**src/hdl/mnip_pkg.sv**
```systemverilog
// Shared types, codes and constants of the next-index predictor.
`default_nettype none

package mnip_pkg;

  localparam int unsigned VOCAB_DEF   = 64;
  localparam int unsigned MAX_LEN_DEF = 1024;

  localparam int unsigned IDX_W   = 6;
  localparam int unsigned CNT_W   = 10;
  localparam int unsigned FIELD_W = 10;

  localparam logic [CNT_W-1:0]   CNT_MAX   = 10'd1023;
  localparam logic [FIELD_W-1:0] FIELD_MAX = 10'd1023;

  typedef enum logic [1:0] {
    OP_APPEND = 2'd0,
    OP_BUILD  = 2'd1,
    OP_QUERY  = 2'd2,
    OP_CLEAR  = 2'd3
  } opcode_e;

  typedef enum logic {
    KIND_BUILD = 1'b0,
    KIND_QUERY = 1'b1
  } kind_e;

  typedef enum logic [2:0] {
    ST_CLR,
    ST_IDLE,
    ST_APP_WR,
    ST_BLD,
    ST_BLD_END,
    ST_RES_BLD,
    ST_RES_QRY
  } state_e;

  // controller -> datapath
  typedef struct packed {
    logic  sweep_init;
    logic  clr_tables;
    logic  clr_step;
    logic  bld_step;
    logic  app_rd;
    logic  app_first;
    logic  app_drop;
    logic  app_wr;
    logic  qry_rd;
    logic  res_load;
    kind_e res_kind;
  } cmd_t;

  // datapath -> controller
  typedef struct packed {
    logic idx_ok;
    logic len_full;
    logic len_empty;
    logic sweep_last;
    logic out_free;
  } sts_t;

endpackage

`default_nettype wire

```
**src/hdl/mnip_ctrl.sv**
```systemverilog
// Controller state machine sequencing append, build, query and clear.
`default_nettype none

module mnip_ctrl (
  input  logic          clk_i,
  input  logic          rst_ni,
  input  logic          in_valid_i,
  output logic          in_ready_o,
  input  logic [1:0]    opcode_i,
  input  mnip_pkg::sts_t sts_i,
  output mnip_pkg::cmd_t cmd_o
);
  import mnip_pkg::*;

  state_e state_q, state_d;
  opcode_e op;

  assign op = opcode_e'(opcode_i);

  always_ff @(posedge clk_i or negedge rst_ni) begin
    if (!rst_ni) begin
      state_q <= ST_CLR;
    end else begin
      state_q <= state_d;
    end
  end

  always_comb begin
    state_d    = state_q;
    cmd_o      = '0;
    in_ready_o = 1'b0;
    unique case (state_q)
      ST_CLR: begin
        cmd_o.clr_step = 1'b1;
        if (sts_i.sweep_last) begin
          state_d = ST_IDLE;
        end
      end
      ST_IDLE: begin
        in_ready_o = 1'b1;
        if (in_valid_i) begin
          unique case (op)
            OP_APPEND: begin
              if (sts_i.idx_ok) begin
                if (sts_i.len_full) begin
                  cmd_o.app_drop = 1'b1;
                end else if (sts_i.len_empty) begin
                  cmd_o.app_first = 1'b1;
                end else begin
                  cmd_o.app_rd = 1'b1;
                  state_d      = ST_APP_WR;
                end
              end
            end
            OP_BUILD: begin
              cmd_o.sweep_init = 1'b1;
              state_d          = ST_BLD;
            end
            OP_QUERY: begin
              cmd_o.qry_rd = 1'b1;
              state_d      = ST_RES_QRY;
            end
            OP_CLEAR: begin
              cmd_o.sweep_init = 1'b1;
              cmd_o.clr_tables = 1'b1;
              state_d          = ST_CLR;
            end
            default: ;
          endcase
        end
      end
      ST_APP_WR: begin
        cmd_o.app_wr = 1'b1;
        state_d      = ST_IDLE;
      end
      ST_BLD: begin
        cmd_o.bld_step = 1'b1;
        if (sts_i.sweep_last) begin
          state_d = ST_BLD_END;
        end
      end
      ST_BLD_END: begin
        state_d = ST_RES_BLD;
      end
      ST_RES_BLD: begin
        if (sts_i.out_free) begin
          cmd_o.res_load = 1'b1;
          cmd_o.res_kind = KIND_BUILD;
          state_d        = ST_IDLE;
        end
      end
      ST_RES_QRY: begin
        if (sts_i.out_free) begin
          cmd_o.res_load = 1'b1;
          cmd_o.res_kind = KIND_QUERY;
          state_d        = ST_IDLE;
        end
      end
      default: state_d = ST_CLR;
    endcase
  end

endmodule

`default_nettype wire

```
**config.mk**
```make
export PLATFORM = sky130hd
export DESIGN_NAME = mnip_ctrl
export DESIGN_NICKNAME = d
export VERILOG_FILES = /design/src/hdl/mnip_pkg.sv /design/src/hdl/mnip_ctrl.sv
export SDC_FILE = /design/constraint.sdc
export NUM_CORES = 1
export LEC_CHECK = 0
export BUFFER_PORTS_ARGS = -buffer_cell sky130_fd_sc_hd__buf_4
export CAP_MARGIN = 20
export CORE_AREA = 5 5 42 44
export DETAILED_ROUTE_END_ITERATION = 8
export DIE_AREA = 0 0 47 49
export GPL_TIMING_DRIVEN = 0
export PLACE_DENSITY_LB_ADDON = 0.12
export RECOVER_POWER = 50
export SLEW_MARGIN = 20
export SYNTH_ARGS = -nofsm -noshare
export SYNTH_HDL_FRONTEND = slang
export SYNTH_SLANG_ARGS = --single-unit
```
**constraint.sdc**
```tcl
create_clock -name clk_i -period 2.2 [get_ports clk_i]
set_clock_uncertainty 0.2 [all_clocks]
set_input_delay 0.22 -clock clk_i [delete_from_list [all_inputs] [get_ports clk_i]]
set_output_delay 0.22 -clock clk_i [all_outputs]
set_load 0.02 [all_outputs]
```
Word level (Yosys, flattened, before mapping)
Index checks and enable logic that the tools add are counted.

Bits in registers: 3. Bits in latches: 0. Memory bits (writable): 0. ROM bits: 0. Input port bits: 10. Output and inout port bits: 12. Logic and storage cells: 53. Memories: 0.

Add/sub/neg operators: 0. Multiply operators: 0. Div/mod/pow operators: 0. $lt $le $gt $ge: 0. Equal/unequal tests: 16. Shifts and indexed selects: 0. Multiplexer cells: 31. Bitwise logic cells: 0. Reductions and logical operators: 5.

Operators by type and width (number): 3-bit 2-to-1 mux (11); 3-bit one-hot mux with 6 select lines (1); 1-bit 2-to-1 mux (12); 3-bit one-hot mux with 4 select lines (1); 2-bit 2-to-1 mux (5); 3-bit == test, second input constant (3); 3-bit inequality test, second input constant (3); 7-bit AND reduction (1); 3-bit by 2-bit == test with 1-bit output, second input constant (2); 2-bit inequality test, second input constant (3); 2-bit == test, second input constant (2); 2-bit one-hot mux with 2 select lines (1); 2-bit OR reduction (2); 3-bit by 1-bit == test with 1-bit output, second input constant (1); 3-bit logical NOT (1); 2-bit by 1-bit == test with 1-bit output, second input constant (1); 2-bit logical NOT (1); 2-bit by 1-bit inequality test with 1-bit output, second input constant (1).

Longest topological paths before layout
Gate-level depths: netlist of run 1.

Depth after elaboration: 6. Gate-level depth with buffers: 5. Mapped depth without buffers: 4.

Worst setup path after synthesis of run 1
OpenSTA, ideal clock, no wires.

Kind: register -> output. From: reg state_q[2]. To: out cmd_o[5] (netlist name). Data arrival time: 1.259 ns. Data required time: 1.780 ns. Setup slack: 0.521 ns. Cell stages (with the launch flop): 6. Path buffers: 1. Cells stage by stage: dfrtp_1 > buf_6 > nor2b_2 > nand3_1 > nor3_1 > and4b_1.

RTL lines: start: declaration (line mnip_ctrl.sv:15) `state_e state_q, state_d;`; start signal: assignment (line mnip_ctrl.sv:24) `state_q <= state_d;`; end: declaration (line mnip_ctrl.sv:11) `output mnip_pkg::cmd_t cmd_o`.

==> impl_metrics.json, run 1 <==
{
  "syn_avg_cell_area_sq_um": 7.72,
  "synth-seq-cells": 3,
  "h-tree-depth": 1,
  "die_y_um": 49,
  "num_vias": 416,
  "grt_max_degree": 11,
  "syn_to_final_growth_pct": 53.9,
  "synth_nets": 56,
  "drt-total-wl_um": 965,
  "path_clk_slew_ps": 40,
  "multi_input_area_sq_um": 228,
  "required_ps": 1780,
  "drc_errors": 0,
  "rsz0062_at_grt": "no",
  "tns_ps": 0,
  "final_area_sq_um": 547,
  "hpwlAfterDp_um": 751,
  "arrival_ps": 1600,
  "start_kind": "flip-flop",
  "fmax_mhz": 494,
  "detail_route.first_pass.iterations": 2,
  "gr-usage-all-layers_pct": 9.10,
  "final_net_count": 83,
  "reg_top3": "state_q (3)",
  "grt_pass1_vias": 414,
  "max_slew_margin_pct": 74.9,
  "cp_max_fo": 7,
  "cts_root_buf": "clkbuf_4",
  "ant_nets": 0,
  "layout-drive-gt1-share_pct": 38.9,
  "r2r_cells": 5,
  "ys_warn_count": 0,
  "post_cts_buffers": 0,
  "rrSetupSlack_ps": 410,
  "r2r_start": "state_q[1]",
  "fin_crit_sh_pct": 92.0,
  "die_x_um": 47,
  "diodes": 0,
  "path_common_cell": "buf_4",
  "core_area_sq_um": 1400,
  "p_leak_nw": 0.271,
  "r2r-end": "state_q[0]",
  "antenna_found_initial": 0,
  "fin_crit_ps": 2020,
  "regMostFlops": "state_q",
  "drtIter0Drc": 2,
  "powerDensity_nw_per_um2": 1050,
  "synth_top_area_cell": "dfrtp_1",
  "synth_top_area_share_pct": 21.1,
  "slowest_delay_ps": 350,
  "grt_pass1_wl_um": 1550,
  "worstMarginPinSlew_ps": 373,
  "critical_path_class": "reg2out",
  "startpoint": "state_q[1]",
  "ioPinCount": 22,
  "port_buffers": 21,
  "drv_cap": 0,
  "critPathTopFamily": "simple AND/OR/NAND/NOR gates",
  "synth_cell_types": 26,
  "netlist_instances": 46,
  "start_util_pct": 25.4,
  "cts_made_buffers": 3,
  "cp.depth": 6,
  "cts_tree": "done",
  "nFillCells": 158,
  "fp-row-count": 14,
  "via_per_inst": 4.73,
  "synthTopCellsByArea": "dfrtp_1, nor3_1, buf_6",
  "clk_latency_ps": 230,
  "min_path_type": "in2async",
  "wl_per_cell_um": 11.0,
  "clk_path_buf_depth": 2,
  "crit_path_top_delay_cell": "dfrtp_1",
  "grt-ovfl-total": 0,
  "placed_cell_area_sq_um": 533,
  "syn_area_sq_um": 355,
  "die_area_sq_um": 2300,
  "endpoint_kind": "output pin",
  "outcome": "finished, final reports clean",
  "ys_seq_area_share_pct": 21.1,
  "drv_slew": 0,
  "clock-sinks": 3,
  "gp_congestion": 0.676,
  "irDropWorstVdd_uv": 440,
  "crit_path_end": "cmd_o[5]",
  "seq_area_sq_um": 75.1,
  "final_common_cell": "buf_4",
  "crit_buf_inv": 3,
  "largest_register_ffs": 3,
  "setup_viol": 0,
  "mostFrequentLayoutCells": "buf_4, nor2_1, nor3_1, nand2_1, clkbuf_1",
  "finalHoldViolCount": 0,
  "cp_cell_sequence": "buf_4, inv_1, nand3_1, nor3_2, and4b_1, buf_4"
}
[through the flow]
stage	setup WS [ps]	total power [W]	utilization (%)	cells	hold slack, ps
final	176	0.000574	39.0	88	117
after global placement	376	0.000516	38.0	83	-189
after detailed placement	371	0.000514	38.0	83	-190
after CTS	98.8	0.000617	40.6	88	122
after global routing	54.6	0.000620	39.0	88	136
after floorplan	521	0.000396	-	46	-276
[power breakdown]
group / switching (W) / leakage [nW] / internal (W)
registers: 0.00000741 / 0.0366 / 0.0000762
clock network: 0.0000289 / 0.0150 / 0.0000680
logic: 0.000227 / 0.220 / 0.000167
[area by class of cell]
type | instances | area share (%)
multi-input combinational | 37 | 41.6
timing repair buffer | 22 | 28.6
sequential | 3 | 13.7
buffer | 3 | 5.49
clock buffer | 4 | 4.81
tap | 16 | 3.66
inverter | 3 | 2.06
[cell usage after synthesis (all sizes together)]
cell type,number
nand2,4
nor2b,3
buf,3
and4b,1
a21o,1
a21oi,4
nand3,1
a22o,1
o31ai,1
xnor2,1
inv,3
nand2b,1
nor3b,1
and2,1
and3,1
o21ai,1
nor2,6
nand3b,1
a211oi,1
mux2,1
dfrtp,3
nor3,6
[kinds of logic after synthesis]
| kind of cell | after synthesis | share of synthesized area [%] |
|---|---|---|
| AO/OA/AOI/OAI | 9 | 18.3 |
| AND/OR/NAND/NOR | 26 | 40.1 |
| multiplexers | 1 | 4.22 |
| buffers and inverters | 6 | 11.6 |
| flip-flops | 3 | 21.1 |
| XOR/XNOR | 1 | 4.58 |
[timing repair]
item,4_1_cts,5_1_grt
gates resized for setup,0,1
hold buffers,1,0
setup endpoints to repair,0,1
hold endpoints to repair,3,0
[how the worst min path moves through the flow]
stage,depth (start not counted),to,startpoint
after global routing,2,state_q[1],rst_ni
after floorplan,0,state_q[0],rst_ni
after detailed placement,1,state_q[1],rst_ni
final,2,state_q[1],rst_ni
after global placement,1,state_q[2],rst_ni
after CTS,2,state_q[1],rst_ni
[routing by layer]
layer / up-vias / wire (um) / track usage [%]
met4: 0 / 13 / 5.53
met2: 13 / 543 / 16.3
met5: - / 0 / 0
met3: 2 / 42 / 1.48
li1: 210 / - / -
met1: 191 / 365 / 9.07
Note: power is estimated with default switching activity, not from simulation.
==> run 2, diff against run 1 <==
--- a/config.mk
+++ b/config.mk
@@ -12,7 +12,7 @@
 export DIE_AREA = 0 0 47 49
 export GPL_TIMING_DRIVEN = 0
 export PLACE_DENSITY_LB_ADDON = 0.12
-export RECOVER_POWER = 50
+export RECOVER_POWER = 100
 export SLEW_MARGIN = 20
 export SYNTH_ARGS = -nofsm -noshare
 export SYNTH_HDL_FRONTEND = slang
==> impl_metrics.json, run 2 (same netlist as run 1, synthesis figures left out) <==
{
  "outcome": "finished, final reports clean",
  "grt_max_degree": 11,
  "antenna_found_initial": 0,
  "wl_per_cell_um": 10.9,
  "seq_area_sq_um": 75.1,
  "fin_crit_sh_pct": 92.7,
  "hpwlAfterDp_um": 751,
  "via_per_inst": 4.72,
  "post_cts_buffers": 0,
  "ioPinCount": 22,
  "reg_top3": "state_q (3)",
  "finalHoldViolCount": 0,
  "regMostFlops": "state_q",
  "final_area_sq_um": 518,
  "cts_made_buffers": 3,
  "detail_route.first_pass.iterations": 1,
  "grt-ovfl-total": 0,
  "final_net_count": 83,
  "nFillCells": 167,
  "die_area_sq_um": 2300,
  "clock-sinks": 3,
  "powerDensity_nw_per_um2": 1070,
  "endpoint_kind": "output pin",
  "drv_slew": 0,
  "gp_congestion": 0.676,
  "diodes": 0,
  "largest_register_ffs": 3,
  "placed_cell_area_sq_um": 533,
  "setup_viol": 0,
  "worstMarginPinSlew_ps": 393,
  "core_area_sq_um": 1400,
  "instances_no_fill": 88,
  "port_buffers": 21,
  "multi_input_area_sq_um": 223,
  "arrival_ps": 1620,
  "p_leak_nw": 0.248,
  "final_common_cell": "buf_4",
  "timing.final.ws_setup_ps": 161,
  "placed_cells": 83,
  "start_kind": "flip-flop",
  "fmax_mhz": 490,
  "drtIter0Drc": 0,
  "num_vias": 415,
  "irDropWorstVdd_uv": 437,
  "drt-total-wl_um": 956,
  "clk_path_buf_depth": 2,
  "min_path_type": "in2async",
  "fin_crit_ps": 2040,
  "die_x_um": 47,
  "max_slew_margin_pct": 73.6,
  "h-tree-depth": 1,
  "critical_path_class": "reg2out",
  "drv_cap": 0,
  "die_y_um": 49,
  "ant_nets": 0,
  "cts_tree": "done",
  "start_util_pct": 25.4,
  "clk_latency_ps": 240,
  "grt_pass1_vias": 414,
  "grt_pass1_wl_um": 1550,
  "rsz0062_at_grt": "no",
  "cts_root_buf": "clkbuf_4",
  "hold_slack_ps": 115,
  "fp-row-count": 14,
  "required_ps": 1780,
  "syn_to_final_growth_pct": 45.8,
  "tns_ps": 0,
  "gr-usage-all-layers_pct": 9.10,
  "path_clk_slew_ps": 40,
  "preCtsSetupSlack_ps": 371,
  "drc_errors": 0,
  "cp_max_fo": 7,
  "mostFrequentLayoutCells": "buf_4, clkbuf_1, nor2_1",
  "layout-drive-gt1-share_pct": 30.6
}
-- run 2: cell count changes in the layout (fill, tap and decap cells not counted), sizes merged --
cell,delta
buf,-7
clkbuf,+7
-- run 2: layout make-up --
| class | instances | area share, % |
|---|---|---|
| Tap cell | 16 | 3.86 |
| Clock buffer | 4 | 5.07 |
| Inverter | 3 | 2.17 |
| Timing Repair Buffer | 22 | 25.6 |
| Multi-Input combinational cell | 37 | 43.0 |
| Sequential cell | 3 | 14.5 |
| Buffer | 3 | 5.80 |
-- run 2: power by group --
group	switching, W	internal (W)	leakage, nW
Combinational	0.000224	0.000152	0.196
Sequential	0.00000741	0.0000762	0.0366
Clock	0.0000294	0.0000680	0.0150
-- run 2: final timing paths --
path / startpoint / to / slack [ps] / depth (start not counted)
setup / recovery: state_q[1] / cmd_o[5] / 160 / 6
hold / removal: rst_ni / state_q[1] / 120 / 2
setup reg to reg: state_q[1] / state_q[0] / 410 / 5
hold reg to reg: state_q[1] / state_q[1] / 410 / 3
max in group asynchronous: rst_ni / state_q[2] / 1530 / 2
min in group clk_i: opcode_i[1] / state_q[1] / 130 / 4
-- run 2: what timing repair did --
item                                    4_1_cts  5_1_grt
endpoints found under the setup margin        0        1
hold endpoints to repair                      3        0
hold buffers                                  1        0
resized for setup                             0        1
-- run 2: per-layer routing --
layer	vias up	track usage [%]	part of all wire [%]
met5	-	0	0
met4	0	5.53	1.4
li1	210	-	-
met2	15	16.3	55
met3	2	1.48	4.5
met1	188	9.07	39
-- run 2: critical path, cell delays in order, from the launching register on --
cell,delay (ps)
dfrtp_1,350
buf_4,160
inv_1,140
nand3_1,180
nor3_2,190
and4b_1,210
clkbuf_2,160
-- run 2: per-stage QoR --
step / power (W) / util, %
floorplan: 0.000396 / -
global placement: 0.000516 / 38.0
detailed placement: 0.000514 / 38.0
CTS: 0.000617 / 40.6
global route: 0.000601 / 37.0
finish: 0.000556 / 37.0
==> run 3, diff against run 2 <==
==> constraint.sdc (replaced) <==
create_clock -name clk_i -period 1.99 [get_ports clk_i]
set_clock_uncertainty 0.2 [all_clocks]
set_input_delay 0.199 -clock clk_i [delete_from_list [all_inputs] [get_ports clk_i]]
set_output_delay 0.199 -clock clk_i [all_outputs]
set_load 0.02 [all_outputs]
==> impl_metrics.json, run 3 (same netlist as run 1, synthesis figures left out) <==
{
  "critical_path_class": "reg2out",
  "die_area_sq_um": 2300,
  "via_per_inst": 4.69,
  "grt_max_degree": 11,
  "cts_made_buffers": 3,
  "path_clk_slew_ps": 40,
  "arrival_ps": 1490,
  "irDropWorstVdd_uv": 488,
  "grt_pass1_wl_um": 1600,
  "final_core_util_pct": 38.8,
  "wl_per_cell_um": 10.9,
  "antenna_found_initial": 0,
  "worstMarginPinSlew_ps": 391,
  "detail_route.first_pass.iterations": 2,
  "clk_latency_ps": 240,
  "die_x_um": 47,
  "fp-row-count": 14,
  "ioPinCount": 22,
  "clk_path_buf_depth": 2,
  "required_ps": 1590,
  "regMostFlops": "state_q",
  "rsz0062_at_grt": "no",
  "num_vias": 413,
  "drtIter0Drc": 1,
  "totalPowerFinal_w": 0.000634,
  "ant_nets": 0,
  "gr-usage-all-layers_pct": 9.46,
  "drv_slew": 0,
  "fin_crit_sh_pct": 95.0,
  "start_kind": "flip-flop",
  "max_slew_margin_pct": 73.7,
  "h-tree-depth": 1,
  "start_util_pct": 25.4,
  "switching_share_pct": 46.9,
  "power_switching_w": 0.000298,
  "drv_cap": 0,
  "drt-total-wl_um": 962,
  "finalHoldViolCount": 0,
  "fin_crit_ps": 1890,
  "largest_register_ffs": 3,
  "clkPwrFrac_pct": 16.9,
  "setup_viol": 0,
  "reg_top3": "state_q (3)",
  "p_leak_nw": 0.262,
  "gp_congestion": 0.676,
  "cts_tree": "done",
  "combinationalPowerShare_pct": 68.5,
  "outcome": "finished, final reports clean",
  "grt_pass1_vias": 419,
  "post_cts_buffers": 0,
  "final_common_cell": "buf_4",
  "core_area_sq_um": 1400,
  "port_buffers": 21,
  "min_path_type": "in2async",
  "hpwlAfterDp_um": 751,
  "syn_to_final_growth_pct": 52.8,
  "final_net_count": 83,
  "mostFrequentLayoutCells": "buf_4, clkbuf_1, nor2_1",
  "seqPwrFrac_pct": 14.6,
  "cts_root_buf": "clkbuf_4",
  "clock-sinks": 3,
  "grt-ovfl-total": 0,
  "die_y_um": 49,
  "cp_max_fo": 10,
  "powerDensity_nw_per_um2": 1170,
  "fmax_mhz": 529,
  "tns_ps": 0,
  "layout-drive-gt1-share_pct": 34.7,
  "endpoint_kind": "output pin",
  "diodes": 0,
  "drc_errors": 0,
  "intPower_w": 0.000337
}
## run 3: changes by cell type in the layout (fill, tap and decap cells not counted), sizes merged
cell / change
buf: +3
clkbuf: -3
## run 3: area by class of cell
type	count	area [sq um]
fill	159	858
multi-input combinational	37	239
timing repair buffer	22	141
sequential	3	75.1
buffer	3	30.0
clock buffer	4	26.3
tap	16	20.0
inverter	3	11.3
## run 3: power groups by stage
stage / clock [W] / combinational [W] / sequential [W]
floorplan: 0 / 0.000346 / 0.0000919
global placement: 0 / 0.000479 / 0.0000924
detailed placement: 0 / 0.000475 / 0.0000936
CTS: 0.000109 / 0.000488 / 0.0000929
global route: 0.000114 / 0.000476 / 0.0000947
finish: 0.000107 / 0.000434 / 0.0000924
## run 3: final timing paths
| kind | from | endpoint | slack (ps) | cells past startpoint |
|---|---|---|---|---|
| max | state_q[2] | cmd_o[5] | 100 | 6 |
| min | rst_ni | state_q[1] | 90 | 2 |
| max reg2reg | state_q[1] | state_q[0] | 210 | 5 |
| min reg2reg | state_q[1] | state_q[1] | 420 | 3 |
| max in group asynchronous | rst_ni | state_q[2] | 1350 | 2 |
| min in group clk_i | in_valid_i | state_q[1] | 120 | 3 |
## run 3: metal layers
layer,share of wire [%],wire length [um],global-route usage (%),up-vias
li1,-,-,-,211
met1,39,379,9.73,187
met2,55,527,16.7,13
met3,4.4,42,1.48,2
met4,1.4,13,5.53,0
met5,0,0,0,-
## run 3: critical path, cell delays in order (launching register included)
cell     delay (ps)
dfrtp_1         360
buf_6           140
nor2b_4         130
nand3_2         130
nor3_4          160
and4b_1         200
buf_4           130
## run 3: what timing repair did
item | 4_1_cts | 5_1_grt
pin swaps | 0 | 0
gates resized for setup | 2 | 3
endpoints found under the setup margin | 3 | 3
hold endpoints to repair | 3 | 0
hold buffers | 1 | 0
## run 3: metrics by stage
| stage | hold WS [ps] | std cells | area (sq um) | setup slack (ps) |
|---|---|---|---|---|
| floorplan | -297 | 46 | 355 | 332 |
| global placement | -210 | 83 | 533 | 187 |
| detailed placement | -211 | 83 | 533 | 182 |
| CTS | 101 | 88 | 579 | 17.8 |
| global route | 115 | 88 | 543 | 4.81 |
| finish | 94.5 | 88 | 543 | 99.4 |
